### src/hw/rtl/ihex_pkg.sv
package ihex_pkg;

  localparam int unsigned CharW  = 8;
  localparam int unsigned KindW  = 4;
  localparam int unsigned AddrW  = 16;
  localparam int unsigned ByteW  = 8;
  localparam int unsigned TotalW = 16;
  localparam int unsigned DataW  = AddrW + ByteW + AddrW + ByteW + TotalW + ByteW;

  localparam logic [CharW-1:0] ChCr    = 8'h0D;
  localparam logic [CharW-1:0] ChLf    = 8'h0A;
  localparam logic [CharW-1:0] ChSpace = 8'h20;
  localparam logic [CharW-1:0] ChEof   = 8'h1A;

  typedef enum logic [KindW-1:0] {
    KIND_DATA      = 4'd0,
    KIND_REC_OK    = 4'd1,
    KIND_CHK_BAD   = 4'd2,
    KIND_END_REC   = 4'd3,
    KIND_NO_END    = 4'd4,
    KIND_BAD_HEX   = 4'd5,
    KIND_EOF_IN    = 4'd6,
    KIND_IGN_TYPE  = 4'd7,
    KIND_START_BAD = 4'd8
  } ihex_kind_t;

  typedef enum logic [ByteW-1:0] {
    REC_DATA = 8'h00,
    REC_EOF  = 8'h01
  } ihex_rtype_t;

  // packed with the first output field in the low bits
  typedef struct packed {
    logic [ByteW-1:0]  checksum_sum;
    logic [TotalW-1:0] byte_total;
    logic [ByteW-1:0]  record_type;
    logic [AddrW-1:0]  record_address;
    logic [ByteW-1:0]  data_byte;
    logic [AddrW-1:0]  load_offset;
  } ihex_data_t;

  typedef struct packed {
    ihex_kind_t kind;
    ihex_data_t data;
  } ihex_result_t;

  // bit 4 set: not a hex digit
  function automatic logic [4:0] hex_value(input logic [CharW-1:0] c);
    logic [CharW-1:0] lc;
    lc = c;
    if (c >= 8'h41 && c <= 8'h46) lc = c + 8'h20;
    if (lc >= 8'h30 && lc <= 8'h39) return {1'b0, 4'(lc - 8'h30)};
    if (lc >= 8'h61 && lc <= 8'h66) return {1'b0, 4'(lc - 8'h61 + 8'd10)};
    return 5'h10;
  endfunction

endpackage

### src/hw/rtl/ihex_core.sv
module ihex_core
  import ihex_pkg::*;
(
  input  logic                clk,
  input  logic                rst_n,
  input  logic                cfg_we,
  input  logic [AddrW-1:0]    cfg_data,
  input  logic                item_en,
  input  logic [CharW-1:0]    item_char,
  output logic                res_valid,
  output ihex_result_t        res
);

  typedef enum logic [2:0] {
    PH_IDLE, PH_COUNT, PH_ADDR, PH_TYPE, PH_DATA, PH_CHK, PH_SKIP, PH_DONE
  } phase_t;

  phase_t             phase_r, phase_nxt;
  logic               hi_pend_r, hi_pend_nxt;
  logic [3:0]         nib_r, nib_nxt;
  logic               fidx_r, fidx_nxt;
  logic [ByteW-1:0]   count_r, count_nxt;
  logic [ByteW-1:0]   left_r, left_nxt;
  logic [AddrW-1:0]   addr_r, addr_nxt;
  logic [ByteW-1:0]   type_r, type_nxt;
  logic [ByteW-1:0]   sum_r, sum_nxt;
  logic               first_r, first_nxt;
  logic [AddrW-1:0]   first_addr_r, first_addr_nxt;
  logic [AddrW-1:0]   offset_r, offset_nxt;
  logic [TotalW-1:0]  total_r, total_nxt;
  logic [AddrW-1:0]   exp_start_r;

  logic [4:0]         hv;
  logic [ByteW-1:0]   b;
  logic [ByteW-1:0]   sum_b;
  logic [TotalW:0]    total_sum;
  logic [AddrW-1:0]   addr_full;
  logic               eol;
  logic               emit;
  ihex_kind_t         kind;
  logic [AddrW-1:0]   off;
  logic [ByteW-1:0]   dbyte;

  assign hv        = hex_value(item_char);
  assign b         = {nib_r, hv[3:0]};
  assign sum_b     = sum_r + b;
  assign total_sum = {1'b0, total_r} + {{(TotalW+1-ByteW){1'b0}}, count_r};
  assign addr_full = {addr_r[AddrW-1:ByteW], b};
  assign eol       = (item_char == ChCr) || (item_char == ChLf);

  always_comb begin
    phase_nxt      = phase_r;
    hi_pend_nxt    = hi_pend_r;
    nib_nxt        = nib_r;
    fidx_nxt       = fidx_r;
    count_nxt      = count_r;
    left_nxt       = left_r;
    addr_nxt       = addr_r;
    type_nxt       = type_r;
    sum_nxt        = sum_r;
    first_nxt      = first_r;
    first_addr_nxt = first_addr_r;
    offset_nxt     = offset_r;
    total_nxt      = total_r;
    emit           = 1'b0;
    kind           = KIND_DATA;
    off            = '0;
    dbyte          = '0;
    unique case (phase_r)
      PH_IDLE: begin
        if (item_char == ChEof) begin
          phase_nxt = PH_DONE;
          emit      = 1'b1;
          kind      = KIND_NO_END;
        end else if (!eol && item_char != ChSpace) begin
          phase_nxt   = PH_COUNT;
          hi_pend_nxt = 1'b0;
          fidx_nxt    = 1'b0;
          count_nxt   = '0;
          left_nxt    = '0;
          addr_nxt    = '0;
          type_nxt    = '0;
          sum_nxt     = '0;
        end
      end
      PH_SKIP: begin
        if (item_char == ChEof) begin
          phase_nxt = PH_DONE;
          emit      = 1'b1;
          kind      = KIND_NO_END;
        end else if (eol) begin
          phase_nxt = PH_IDLE;
        end
      end
      PH_DONE: ;
      default: begin
        if (item_char == ChEof) begin
          phase_nxt = PH_DONE;
          emit      = 1'b1;
          kind      = KIND_EOF_IN;
        end else if (hv[4]) begin
          hi_pend_nxt = 1'b0;
          phase_nxt   = eol ? PH_IDLE : PH_SKIP;
          emit        = 1'b1;
          kind        = KIND_BAD_HEX;
        end else if (!hi_pend_r) begin
          nib_nxt     = hv[3:0];
          hi_pend_nxt = 1'b1;
        end else begin
          hi_pend_nxt = 1'b0;
          sum_nxt     = sum_b;
          unique case (phase_r)
            PH_COUNT: begin
              count_nxt = b;
              left_nxt  = b;
              fidx_nxt  = 1'b0;
              phase_nxt = PH_ADDR;
            end
            PH_ADDR: begin
              if (!fidx_r) begin
                addr_nxt = {b, {ByteW{1'b0}}};
                fidx_nxt = 1'b1;
              end else begin
                addr_nxt  = addr_full;
                fidx_nxt  = 1'b0;
                phase_nxt = PH_TYPE;
                if (first_r) begin
                  first_nxt      = 1'b0;
                  first_addr_nxt = addr_full;
                  offset_nxt     = '0;
                  if (exp_start_r != '0 && exp_start_r != addr_full) begin
                    emit = 1'b1;
                    kind = KIND_START_BAD;
                  end
                end else begin
                  offset_nxt = addr_full - first_addr_r;
                end
              end
            end
            PH_TYPE: begin
              type_nxt = b;
              if (b == REC_DATA) begin
                phase_nxt = (left_r != '0) ? PH_DATA : PH_CHK;
              end else if (b == REC_EOF) begin
                phase_nxt = PH_DONE;
                emit      = 1'b1;
                kind      = KIND_END_REC;
              end else begin
                phase_nxt = PH_SKIP;
                emit      = 1'b1;
                kind      = KIND_IGN_TYPE;
              end
            end
            PH_DATA: begin
              offset_nxt = offset_r + 1'b1;
              left_nxt   = left_r - 1'b1;
              if (left_r == 8'd1) phase_nxt = PH_CHK;
              emit  = 1'b1;
              kind  = KIND_DATA;
              off   = offset_r;
              dbyte = b;
            end
            default: begin
              phase_nxt = PH_IDLE;
              emit      = 1'b1;
              if (sum_b == '0) begin
                total_nxt = total_sum[TotalW] ? '1 : total_sum[TotalW-1:0];
                kind      = KIND_REC_OK;
              end else begin
                kind      = KIND_CHK_BAD;
              end
            end
          endcase
        end
      end
    endcase
  end

  assign res_valid = item_en && emit;
  assign res.kind  = kind;
  assign res.data  = '{checksum_sum:   sum_nxt,
                       byte_total:     total_nxt,
                       record_type:    type_nxt,
                       record_address: addr_nxt,
                       data_byte:      dbyte,
                       load_offset:    off};

  always_ff @(posedge clk) begin
    if (!rst_n) begin
      phase_r      <= PH_IDLE;
      hi_pend_r    <= 1'b0;
      nib_r        <= '0;
      fidx_r       <= 1'b0;
      count_r      <= '0;
      left_r       <= '0;
      addr_r       <= '0;
      type_r       <= '0;
      sum_r        <= '0;
      first_r      <= 1'b1;
      first_addr_r <= '0;
      offset_r     <= '0;
      total_r      <= '0;
      exp_start_r  <= '0;
    end else begin
      if (cfg_we) exp_start_r <= cfg_data;
      if (item_en) begin
        phase_r      <= phase_nxt;
        hi_pend_r    <= hi_pend_nxt;
        nib_r        <= nib_nxt;
        fidx_r       <= fidx_nxt;
        count_r      <= count_nxt;
        left_r       <= left_nxt;
        addr_r       <= addr_nxt;
        type_r       <= type_nxt;
        sum_r        <= sum_nxt;
        first_r      <= first_nxt;
        first_addr_r <= first_addr_nxt;
        offset_r     <= offset_nxt;
        total_r      <= total_nxt;
      end
    end
  end

endmodule

### src/hw/rtl/ihex_out_buf.sv
module ihex_out_buf
  import ihex_pkg::*;
(
  input  logic          clk,
  input  logic          rst_n,
  input  logic          push,
  input  ihex_result_t  push_res,
  output logic          room,
  output logic          out_valid,
  input  logic          out_ready,
  output ihex_result_t  out_res
);

  logic          main_v_r;
  logic          skid_v_r;
  ihex_result_t  main_r;
  ihex_result_t  skid_r;
  logic          pop;

  assign pop       = main_v_r && out_ready;
  assign room      = !skid_v_r;
  assign out_valid = main_v_r;
  assign out_res   = main_r;

  // push only happens while the skid entry is free
  always_ff @(posedge clk) begin
    if (!rst_n) begin
      main_v_r <= 1'b0;
      skid_v_r <= 1'b0;
    end else if (!main_v_r || pop) begin
      if (skid_v_r) begin
        main_v_r <= 1'b1;
        skid_v_r <= 1'b0;
      end else begin
        main_v_r <= push;
      end
    end else if (push) begin
      skid_v_r <= 1'b1;
    end
  end

  always_ff @(posedge clk) begin
    if (!main_v_r || pop) begin
      if (skid_v_r) main_r <= skid_r;
      else if (push) main_r <= push_res;
    end else if (push) begin
      skid_r <= push_res;
    end
  end

endmodule

### src/hw/rtl/intel_hex_record_parser.sv
// Intel HEX record parser. One character enters per cycle on in_* while
// in_tready is high; the parser state is updated in that cycle and any result
// (data byte, record verdict or error) is written into a two-entry output
// buffer. in_tready falls only while both buffer entries hold results that the
// sink has not taken. After an end record or end of file, characters are
// consumed without results until reset. The user writes expected_start via
// cfg_wr_en only while no character is in flight; the block does not enforce it.
module intel_hex_record_parser
  import ihex_pkg::*;
(
  input  logic               clk,
  input  logic               rst_n,
  input  logic               cfg_wr_en,
  input  logic [AddrW-1:0]   cfg_wr_data,   // expected_start
  input  logic               in_tvalid,
  output logic               in_tready,
  input  logic [CharW-1:0]   in_tdata,      // char_code
  output logic               out_tvalid,
  input  logic               out_tready,
  output logic [DataW-1:0]   out_tdata,     // load_offset, data_byte, record_address,
                                            // record_type, byte_total, checksum_sum
  output logic [KindW-1:0]   out_tuser      // result_kind
);

  logic          accept;
  logic          res_valid;
  ihex_result_t  res;
  ihex_result_t  out_res;

  assign accept = in_tvalid && in_tready;

  ihex_core u_core (
    .clk       (clk),
    .rst_n     (rst_n),
    .cfg_we    (cfg_wr_en),
    .cfg_data  (cfg_wr_data),
    .item_en   (accept),
    .item_char (in_tdata),
    .res_valid (res_valid),
    .res       (res)
  );

  ihex_out_buf u_out_buf (
    .clk       (clk),
    .rst_n     (rst_n),
    .push      (res_valid),
    .push_res  (res),
    .room      (in_tready),
    .out_valid (out_tvalid),
    .out_ready (out_tready),
    .out_res   (out_res)
  );

  assign out_tdata = out_res.data;
  assign out_tuser = out_res.kind;

endmodule

### config.mk
export PLATFORM = sky130hd
export DESIGN_NAME = intel_hex_record_parser
export DESIGN_NICKNAME = d
export VERILOG_FILES = /design/src/hw/rtl/ihex_pkg.sv /design/src/hw/rtl/ihex_core.sv /design/src/hw/rtl/ihex_out_buf.sv /design/src/hw/rtl/intel_hex_record_parser.sv
export SDC_FILE = /design/constraint.sdc
export NUM_CORES = 1
export LEC_CHECK = 0
export BUFFER_PORTS_ARGS = -buffer_cell sky130_fd_sc_hd__buf_2
export CORE_ASPECT_RATIO = 0.9
export CORE_UTILIZATION = 35
export DETAILED_ROUTE_END_ITERATION = 10
export PLACE_DENSITY = 0.51
export SETUP_SLACK_MARGIN = 0.3
export SLEW_MARGIN = 20
export SYNTH_ARGS = -nofsm -noshare
export SYNTH_HDL_FRONTEND = slang
export SYNTH_SLANG_ARGS = --single-unit
### constraint.sdc
create_clock -name clk -period 6.97 [get_ports clk]
set_clock_uncertainty 0.1 [all_clocks]
set_input_delay 0.3485 -clock clk [delete_from_list [all_inputs] [get_ports clk]]
set_output_delay 0.3485 -clock clk [all_outputs]
set_load 0.02 [all_outputs]
Word-level counts from Yosys, hierarchy flattened
Index checks and enable logic that the tools add are counted.
- output and inout port bits: 78
- register bits: 276
- magnitude comparators: 6
- reduce and logical (&&, ||, !) cells: 42
- bitwise operators: 8
- muxes and demuxes: 113
- eq/ne operators: 20
- $add $sub $neg: 9
- operators with widths (cell ; number):
    2-to-1 mux 16 bit ; 21
    2-to-1 mux 8 bit ; 26
    2-to-1 mux 76 bit ; 2
    case mux 8 bit (2 select lines) ; 5
    case mux 16 bit (2 select lines) ; 2
    AND reduction 7 bit ; 6
    2-to-1 mux 3 bit ; 13
    2-to-1 mux 4 bit ; 7
    2-to-1 mux 1 bit ; 23
    2-to-1 mux 5 bit ; 4
    adder 16 x 8 -> 17 bit ; 1
    adder 16 x 1 -> 16 bit, second input constant ; 1
    == test 8 x 1 -> 1 bit, second input constant ; 2
    == test 8 x 4 -> 1 bit, second input constant ; 2
    >= comparator 8 x 7 -> 1 bit, second input constant ; 2
    <= comparator 8 x 7 -> 1 bit, second input constant ; 2
    zero test 8 bit ; 2
    != test 16 bit ; 1
    nonzero test 16 bit ; 1
    subtractor 16 bit ; 1
    != test 6 x 3 -> 1 bit, second input constant ; 2
    case mux 3 bit (4 select lines) ; 1
    case mux 4 bit (3 select lines) ; 1
    == test 3 bit, second input constant ; 3
    35 further kinds ; 67

Depth between registers and ports, before layout
Gate-level depths: netlist of run 1.
- depth after elaboration: 22
- depth in mapped cells: 20

By module
From an unflattened synthesis of run 1, not the netlist that was laid out.
- cells, all modules: 1350
- area, all modules: 14134.8 µm²
- modules (own cells, without submodules) (module ; times used ; seq. area each (µm²) ; cells an instance ; area an instance (µm²)):
    ihex_core ; 1 ; 2442.3 ; 1103 ; 8533.2
    ihex_out_buf ; 1 ; 4604.4 ; 246 ; 5595.4
    intel_hex_record_parser ; 1 ; 0.0 ; 1 ; 6.3

Worst setup path after synthesis of run 1
No wires, ideal clock.
- path kind: input-to-reg
- start: input port in_tdata[1]
- end: register u_out_buf.skid_r[0] (netlist bit), enable pin
- library setup time: 0.537 ns
- slack: 0.171 ns
- path buffers: 0
- data required time: 6.333 ns
- stages: 11
- arrival time: 6.162 ns
- cell sequence: inv_1 > ha_1 > or3b_4 > o211a_1 > mux2_4 > a31oi_4 > xnor2_1 > o31a_1 > a21oi_2 > a31o_2 > o22ai_1
- word-level cells in the longest chain between the ends: 21
- elaborated cells between the ends (all ways): 37
- those cells by class: add/sub (4); order compare (6); eq/ne (2); mux (18); reduce/logical (7)
- RTL lines (item ; line ; text):
    start, declared ; intel_hex_record_parser.sv:17 ; input logic [CharW-1:0] in_tdata,
    branches (longest 18 deep; another with >= comparator 8 x 7 -> 1 bit) ; -- ;
    case mux 1 bit (2 select lines) * ; ihex_core.sv:69 ; unique case (phase_r)
    logical AND 1 bit * ; ihex_core.sv:179 ; assign res_valid = item_en && emit;
    AND reduction 2 bit (no source line) * ; -- ;
    end signal, assigned ; ihex_out_buf.sv:47 ; skid_r <= push_res;
    end, declared ; ihex_out_buf.sv:17 ; ihex_result_t skid_r;
Every way passes the cells marked *. The select of a mux whose other input is x is not followed.
A chain may end at the register's enable or synchronous reset.

==> metrics, run 1 <==
die area=40840 um^2; H-tree depth=1; Final HPWL DP=around 26000 um; core box area=39450 um^2; wire length of the first global-routing pass=about 60000 um; Final min period=between 5 and 6 ns; CTS tree=built; Routability Congestion=slightly below 0.9; die height=about 190 um; commonest non-fill, non-tap cell in the layout=edfxtp_1; DRT Pass-1 Iters=5; post-synthesis sequential area ratio=0.5029; Tightest Pin Transition=1.112 ns; setup TNS=0 ns; area grow syn2layout=16.46%; routed wire length=38160 um; vias per inst=between 5 and 6; initial antenna violation count=0; maximum fanout count along the critical path=14; slowest stage cell, crit path=a41oi_2; Buffers & Inverters on Critical Path=4; Post-Synth Simple-Gate Area=0.1619; FILL cells=roughly 3900; WP data arrival=approximately 5.7 ns; Final Setup Violations=0; Synth area leader=edfxtp_1; crit start category=input pin; post-route cell area=16320 um^2; FP Rows=69; Hold Path Origin=in_tvalid; Remaining Overflow, GRT=0; Synth Area per Inst=10.30 um^2; initial core utilization=0.3552; CP max stage delay=~0.57 ns; Max Slew Vio Count=0; Die W=212.9 um; wire length per cell=~19 um; number of synthesized flops with an enable pin=~150; Iter 0 DRT Violations=about 900; worst r2r src=u_core.phase_r[0]; DP Area=between 15000 and 20000 um^2; Static Leak=about 6.4 nW; Clock transition at path regs=0.06 ns; Via Count=~11000; RSZ-0062 raised after global routing=false; Peak VDD IR=around 180 uV; Worst EP required=~7.2 ns; ANT nets after route=0; CTS Buf Count=31; buffers added on ports=around 110; synth unique cells=~90; CP Cell Sequence=buf_2, inv_1, ha_1, or3b_4, a41oi_2, a211oi_1, a2bb2oi_2, clkinv_1, ha_1, fa_1, a21o_1, a21oi_1, xnor2_1, or4_1, nor4_2, nand4_1, buf_4, nor3b_1, mux2_2, mux2_2; register area=~7000 um^2; Setup crit start=in_tdata[1]; clock buffer depth=3; crit path capture type=flop; Max Cap Violations=0; power per cell area=about 240 nW/um^2; # clock sinks=~280; layout cells sized above 1=0.1950; final net count=roughly 1500; post-synthesis compound-gate area fraction=0.1553; part of the cycle the worst path needs=0.7817; Worst-Skew Late Latency=between 0.5 and 0.6 ns; Yosys warning count=0; syn_nets=about 1400; Post-synth top flop=edfxtp_1; Crit path max-delay family=simple AND/OR/NAND/NOR gates; Synth Instances=between 1000 and 1500; gr usage total=0.1872; Hold Path Class=in2reg; largest net degree at the start of global routing=71; Setup CP Type=in2reg; synth top area cells=edfxtp_1 33%, dfxtp_1 18%, mux2_2 6.3%; post-synth top area share=0.3257; mux cell area share after synthesis=0.08179; vias in the first global route=10210; worst slew margin relative to its limit=0.2532; Finished Core Util=0.4137; commonest non-fill, non-tap cells in the layout=152 x edfxtp_1, 149 x nand2_1, 124 x dfxtp_1; fin cells=2024; CTS root buf=clkbuf_16; n_diodes=0; Placed Cells incl. Taps=approximately 1900; Post-synth ARST share=0; Post-CTS Setup Repair Bufs=0; XOR/XNOR Fraction of Synth Area=0.02536; Boundary Pins=107; area of the multi-input gates=6534 um^2; Seq cells post-synth=roughly 280; synthesized cell area=between 10000 and 15000 um^2; Fin. Hold Viols=0; DRC=0; FMAX=around 180 MHz; largest family of logic cells by synthesized area=simple AND/OR/NAND/NOR gates; status=completed; Synth Area in Adders=0.03991
[tightest hold or removal path, delay by kind of cell]
family,cells,cell delay (ns)
compound gates,2,0.27
buf+inv,1,0.14
simple gates,1,0.06
[routing by layer]
metal  routed length (um)  vias up  share of wire  global-route usage
met2                16260      294           0.43              0.2774
li1                     -     5235              -                   -
met3                 2171       53          0.057             0.03188
met5                    0        -              0                   0
met1                18920     5164           0.50              0.2798
met4                  813        0          0.021             0.04538
[path summary, 6_finish.rpt]
check / cells after the start / slack (ns) / to
setup / recovery: 20 / 1.52 / u_out_buf.out_res[58]
hold / removal: 4 / 0.18 / u_out_buf.skid_v_r
setup reg to reg: 8 / 2.72 / u_out_buf.out_res[67]
hold reg to reg: 2 / 0.36 / u_core.first_addr_r[9]
[synthesized netlist by cell type, drive strengths merged (4+ instances only)]
cell,number
a211oi,10
a21boi,10
a21o,7
a21oi,86
a22o,35
a22oi,13
a31o,4
a31oi,9
and2,8
and3,39
buf,20
clkbuf,54
dfxtp,124
edfxtp,152
ha,39
inv,40
mux2,81
mux2i,23
nand2,150
nand2b,8
nand3,28
nand3b,5
nand4,7
nor2,113
nor2b,17
nor3,34
nor3b,9
nor4,19
nor4b,4
o211a,8
o21a,4
o21ai,75
o21bai,5
o221ai,4
o22ai,5
o31a,7
o31ai,11
or3,8
xnor2,19
xor2,19
[area by class of cell]
type / count / area share
clock inverters: 13 / 0.008126
flip-flops and latches: 276 / 0.4318
clock buffers: 45 / 0.05458
inverters: 43 / 0.009966
repair buffers: 148 / 0.05443
multi-input cells: 967 / 0.4003
well taps: 532 / 0.04078
[kinds of logic (layout without fill, tap and decap cells)]
logic type	Yosys count	in the layout
adder cells (fa/ha/maj)	43	43
multiplexers	104	104
XOR/XNOR	39	39
buffers and inverters	117	249
AND/OR/NAND/NOR	459	459
flip-flops	276	276
AO/OA/AOI/OAI	322	322
[metrics by stage]
stage	hold WS (ns)	worst slack, ns	total power [mW]
after floorplan	0.3356	1.619	2.194
after global placement	0.3447	1.128	2.353
after detailed placement	0.3481	1.016	2.358
after CTS	0.1474	1.601	4.018
after global routing	0.1767	1.229	4.129
final	0.1841	1.522	3.971
[flip-flops by register name, indices dropped and copies added, names as in the netlist, 16 cells and up]
register	flops
u_out_buf.skid_r	76
u_core.addr_r	16
u_out_buf.out_res	76
u_core.total_r	16
u_core.exp_start_r	16
u_core.first_addr_r	16
u_core.offset_r	16
[repair_timing]
action                    4_1_cts  5_1_grt
resized for setup               0        0
hold buffers                   17        0
hold endpoints to repair       17        0
[where the power goes]
| part | leakage [nW] | switching, mW | internal [mW] |
|---|---|---|---|
| combinational | 3.35 | 0.346 | 0.152 |
| clock | 0.503 | 0.677 | 0.964 |
| sequential | 2.51 | 0.0362 | 1.80 |
| total | 6.36 | 1.06 | 2.91 |
(Power assumes the default switching activity.)
==> inputs of run 2 (changes only) <==
--- a/config.mk
+++ b/config.mk
@@ -5,6 +5,7 @@
 export SDC_FILE = /design/constraint.sdc
 export NUM_CORES = 1
 export LEC_CHECK = 0
+export ABC_AREA = 1
 export BUFFER_PORTS_ARGS = -buffer_cell sky130_fd_sc_hd__buf_2
 export CORE_ASPECT_RATIO = 0.9
 export CORE_UTILIZATION = 35
==> constraint.sdc (replaced) <==
create_clock -name clk -period 4.5 [get_ports clk]
set_clock_uncertainty 0.1 [all_clocks]
set_input_delay 0.225 -clock clk [delete_from_list [all_inputs] [get_ports clk]]
set_output_delay 0.225 -clock clk [all_outputs]
set_load 0.02 [all_outputs]
==> run 2 against run 1 <==
Net effect: largest power group unchanged; combinational power increased by 100%; clock power increased by 64%; die area increased by 1.6%; hold slack got worse by 0.15 ns; critical path type unchanged; critical endpoint is now u_out_buf.out_res[62].
==> metrics, run 2 <==
commonest non-fill, non-tap cells in the layout=348 x nand2_1, 209 x inv_1, 155 x o21ai_0; part of the cycle the worst path needs=0.8418; power per cell area=393.4 nW/um^2 (+62%); Hold Crit Depth=6 (+2); area grow syn2layout=17.92%; core box area=39800 um^2 (+0.88%); wire length of the first global-routing pass=63090 um (+5.8%); Via Count=11720 (+9.0%); hold_ws=0.03835 ns (-0.1458 ns); vias per inst=4.919 (-7.3%); Die W=214.6 um (+0.77%); H-tree depth=1 (unchanged); Post-synth ARST share=0 (unchanged); status=completed; final net count=1896 (+23%); slowest stage cell, crit path=fa_1; Boundary Pins=107 (unchanged); Remaining Overflow, GRT=0 (unchanged); number of synthesized flops with an enable pin=152 (unchanged); Tightest Pin Transition=0.9879 ns (-0.1243 ns); synthesized cell area=14230 um^2 (+1.6%); Routability Congestion=0.8624 (-2.7%); R2R cell count=11 (+3); Iter 0 DRT Violations=755 (-15%); Worst-Skew Late Latency=0.58 ns (about the same); most common cell in the netlist=nand2_1; Synth Instances=1694 (+25%); ANT nets after route=0 (unchanged); commonest non-fill, non-tap cell in the layout=nand2_1; dpl ws=0.04512 ns (-0.9708 ns); DP Area=15420 um^2 (+2.0%); initial core utilization=0.3576 (+0.002451); CTS Buf Count=31 (unchanged); vias in the first global route=11020 (+7.9%); CP max stage delay=0.44 ns (-0.13 ns); cell depth of the worst setup path=30 (+50%); Static Leak=7.035 nW (+11%); setup ws final=0.7119 ns (-0.8096 ns); routed wire length=39950 um (+4.7%); Crit path max-delay family=simple AND/OR/NAND/NOR gates; Final HPWL DP=27470 um (+4.1%); total power draw=6.603 mW (+66%); DRC=0 (unchanged); layout cells sized above 1=0.1546 (-0.04045); Yosys warning count=0 (unchanged); Seq cells post-synth=276 (unchanged); Synth Area per Inst=8.402 um^2 (-18%); Finished Core Util=0.4217 (+0.008074); Hold Path Class=in2reg; Synth area leader=edfxtp_1; die area=41480 um^2 (+1.6%); Buffers & Inverters on Critical Path=6 (+2); Clock transition at path regs=0.06 ns (about the same); die height=193.3 um (+0.78%); Setup CP Type=in2reg; CTS root buf=clkbuf_16; Final min period=around 3.8 ns; Max Slew Vio Count=0 (unchanged); crit path capture type=flop; gr usage total=0.1902 (+0.003012); post-synthesis sequential area ratio=0.4951 (-0.007780); post-synth top area share=0.3207 (-0.005039); clock buffer depth=3 (unchanged); crit start category=input pin; Max Cap Violations=0 (unchanged); synth unique cells=64 (-28%); Post-synth top flop=edfxtp_1; # clock sinks=276 (unchanged); n_diodes=0 (unchanged); syn_nets=1765 (+23%); maximum fanout count along the critical path=8 (-6); RSZ-0062 raised after global routing=false; FP Rows=69 (unchanged); Worst EP required=4.85 ns (-2.35 ns); wire length per cell=16.77 um (-11%); fin cells=2382 (+18%); synth top area cells=edfxtp_1 32%, dfxtp_1 17%, nand2_1 9.3%; post-route cell area=16780 um^2 (+2.8%); FMAX=around 260 MHz; CTS tree=built; Placed Cells incl. Taps=2300 (+18%); Peak VDD IR=239.1 uV (+31%); initial antenna violation count=0 (unchanged); Commonest cells post-synth=351 x nand2_1, 213 x inv_1, 156 x o21ai_0; WP data arrival=4.13 ns (-1.55 ns); largest net degree at the start of global routing=83 (+17%); Fin. Hold Viols=0 (unchanged); Final Setup Violations=0 (unchanged); buffers added on ports=106 (unchanged); worst slew margin relative to its limit=0.3359 (+0.08270); setup TNS=0 ns (unchanged); DRT Pass-1 Iters=6 (+1)
run 2: cell count changes after synthesis, sizes merged, moves of 13 or more:
cell	before	now
nand2	150	359
nor2	113	152
mux2	81	9
a21oi	86	156
inv	40	228
mux2i	23	0
nor2b	17	0
o21ai	75	210
nand3	28	45
a22o	35	0
and3	39	1
clkbuf	54	41
run 2: final cells by class:
type	instances	area (um^2)
clock buffer	48	962.2
clock inverter	10	130.1
fill	3993	23010
inverter	229	872.1
multi-input combinational	1128	6068
sequential	276	7048
tap	532	665.6
timing repair buffer	159	1039
run 2: worst reg2reg max path, delay by kind of cell (launching register included):
| family | cells | cell delay [ns] |
|---|---|---|
| AO/OA/AOI/OAI | 2 | 0.93 |
| buffers and inverters | 4 | 0.73 |
| flip-flops | 1 | 0.38 |
| AND/OR/NAND/NOR | 5 | 1.12 |
run 2: repair_timing:
item	in CTS	in global routing
hold endpoints to repair	16	0
hold buffers	24	0
setup endpoints to repair	0	25
setup buffers	0	0
gates resized for setup	0	11
run 2: path summary, 6_finish.rpt:
check,startpoint,end,slack (ns)
worst min-delay path,out_tready,u_out_buf.skid_v_r,0.04
worst max-delay path,in_tdata[0],u_out_buf.out_res[62],0.71
worst max register to register,u_core.phase_r[0],u_out_buf.out_res[25],1.11
worst min register to register,u_core.addr_r[0],u_core.addr_r[0],0.37
run 2: kinds of logic (layout without fill, tap and decap cells):
logic type	after synthesis	in the layout	synth area share
AO/OA/AOI/OAI	428	428	0.1667
XOR/XNOR	26	26	0.01600
adder cells (fa/ha/maj)	42	42	0.03850
buffers and inverters	290	446	0.08201
flip-flops	276	276	0.4951
multiplexers	9	9	0.007120
AND/OR/NAND/NOR	623	623	0.1946
run 2: where the power goes:
part | internal [mW] | switching, mW | total, mW | leakage (nW)
Clock | 1.64 | 1.05 | 2.69 | 0.537
Combinational | 0.315 | 0.691 | 1.01 | 4.03
Sequential | 2.83 | 0.0760 | 2.91 | 2.47
run 2: per-layer routing:
metal,share of wire,vias up,track usage
met2,0.42,281,0.2857
met4,0.019,0,0.03836
li1,-,5952,-
met1,0.52,5440,0.2882
met5,0,-,0
met3,0.048,45,0.02767
==> inputs of run 3 (changes only) <==
--- a/config.mk
+++ b/config.mk
@@ -10,7 +10,7 @@
 export CORE_ASPECT_RATIO = 0.9
 export CORE_UTILIZATION = 35
 export DETAILED_ROUTE_END_ITERATION = 10
-export PLACE_DENSITY = 0.51
+export PLACE_DENSITY = 0.49
 export SETUP_SLACK_MARGIN = 0.3
 export SLEW_MARGIN = 20
 export SYNTH_ARGS = -nofsm -noshare
==> constraint.sdc (replaced) <==
create_clock -name clk -period 3.85 [get_ports clk]
set_clock_uncertainty 0.1 [all_clocks]
set_input_delay 0.1925 -clock clk [delete_from_list [all_inputs] [get_ports clk]]
set_output_delay 0.1925 -clock clk [all_outputs]
set_load 0.02 [all_outputs]
==> run 3 against run 2 <==
Net effect: first-iteration DRC count grew 14%; critical path depth shrank 2; non-clock buffer count grew 85; via count grew 2.7%; largest cell class unchanged; critical endpoint is now u_out_buf.out_res[57].
==> metrics, run 3 (synthesized netlist as in run 2, its figures left out) <==
CTS tree=built; vias in the first global route=11380 (+3.3%); Max Slew Vio Count=0 (unchanged); Max Cap Violations=0 (unchanged); Worst EP required=4.20 ns (-0.65 ns); Peak VDD IR=323.4 uV (+35%); Crit path max-delay family=simple AND/OR/NAND/NOR gates; Fin. Hold Viols=0 (unchanged); register area=7048 um^2 (unchanged); clock buffer depth=3 (unchanged); CTS root buf=clkbuf_16; Die W=214.6 um (unchanged); post-route cell area=17920 um^2 (+6.8%); Iter 0 DRT Violations=857 (+14%); area of the multi-input gates=6445 um^2 (+6.2%); Via Count=12040 (+2.7%); Setup CP Type=in2reg; die height=193.3 um (unchanged); commonest non-fill, non-tap cell in the layout=nand2_1; area grow syn2layout=25.93%; Hold Path Class=in2reg; RSZ-0062 raised after global routing=true; Boundary Pins=107 (unchanged); Static Leak=7.549 nW (+7.3%); final net count=1981 (+4.5%); initial core utilization=0.3576 (unchanged); Final HPWL DP=28700 um (+4.5%); Clock transition at path regs=0.06 ns (about the same); Remaining Overflow, GRT=0 (unchanged); power per cell area=446.6 nW/um^2 (+14%); vias per inst=4.879 (-0.83%); initial antenna violation count=0 (unchanged); Buffers & Inverters on Critical Path=5 (-1); core box area=39800 um^2 (unchanged); H-tree depth=1 (unchanged); hold_ws=0.1634 ns (+0.1250 ns); Final Setup Violations=0 (unchanged); # clock sinks=276 (unchanged); routed wire length=41540 um (+4.0%); Tightest Pin Transition=1.050 ns (+0.06245 ns); wire length per cell=16.84 um (+0.41%); FILL cells=3889 (-2.6%); crit start category=input pin; wire length of the first global-routing pass=65170 um (+3.3%); status=completed; crit path capture type=flop; FP Rows=69 (unchanged); part of the cycle the worst path needs=0.9201; total power draw=8.005 mW (+21%); maximum fanout count along the critical path=6 (-2); CTS Buf Count=31 (unchanged); ANT nets after route=0 (unchanged); DP Area=16000 um^2 (+3.7%); layout cells sized above 1=0.2248 (+0.07021); WP data arrival=3.89 ns (-0.24 ns); DRT Pass-1 Iters=5 (-1); Final min period=~3.5 ns; commonest non-fill, non-tap cells in the layout=335 x nand2_1, 202 x inv_1, 152 x edfxtp_1; DRC=0 (unchanged); Routability Congestion=0.8946 (+3.7%); worst slew margin relative to its limit=0.2998 (-0.03615); crit-path most repeated cell=nand2_2; Worst-Skew Late Latency=0.58 ns (about the same); FMAX=approximately 280 MHz; setup TNS=0 ns (unchanged); largest net degree at the start of global routing=83 (unchanged); gr usage total=0.1979 (+0.007702); buffers added on ports=106 (unchanged); die area=41480 um^2 (unchanged); Finished Core Util=0.4504 (+0.02864); CP max stage delay=0.41 ns (-0.03 ns); slowest stage cell, crit path=fa_2; n_diodes=0 (unchanged)
==> run 3: where the power goes <==
group | internal (mW) | switching [mW] | total [mW] | leakage (nW)
registers | 3.31 | 0.0892 | 3.40 | 2.47
clock network | 2.03 | 1.24 | 3.27 | 0.563
logic | 0.470 | 0.867 | 1.34 | 4.51
==> run 3: final cells by class <==
cell class,instances,share of cell area
Timing Repair Buffer,244,0.09745
Sequential cell,276,0.3932
Clock inverter,16,0.01333
Multi-Input combinational cell,1128,0.3596
Tap cell,532,0.03714
Clock buffer,42,0.05012
Inverter,229,0.04921
==> run 3: stage by stage <==
step                      setup slack, ns  cells
after CTS                          0.3112   2461
after detailed placement          -0.4080   2362
after floorplan                  -0.04154   1694
after global placement            -0.3352   2362
after global routing            -0.004706   2467
final                              0.3077   2467
==> run 3: final timing paths <==
| check | from | end | slack (ns) | cells past startpoint |
|---|---|---|---|---|
| worst max register to register | u_core.total_r[0] | u_out_buf.out_res[52] | 0.72 | 15 |
| worst min-delay path | rst_n | u_core.first_r | 0.16 | 3 |
| worst max-delay path | in_tdata[0] | u_out_buf.out_res[57] | 0.31 | 28 |
| worst min register to register | u_core.addr_r[0] | u_core.addr_r[0] | 0.37 | 2 |
==> run 3: tightest hold or removal path, cell delays in order <==
cell,delay [ns]
buf_2,0.11
buf_4,0.32
nand2_1,0.14
==> run 3: per-layer routing <==
metal | track usage | vias to the layer above | wire length [um]
met4 | 0.04603 | 0 | 898
met2 | 0.3016 | 244 | 17710
li1 | - | 6137 | -
met1 | 0.2961 | 5601 | 21240
met3 | 0.02531 | 54 | 1687
met5 | 0 | - | 0
==> run 3: what timing repair did <==
action	in CTS	in global routing
endpoints found under the setup margin	13	105
pin swaps	23	39
setup buffers	16	6
resized for setup	32	64
endpoints found under the hold margin	18	0
hold buffers	25	0
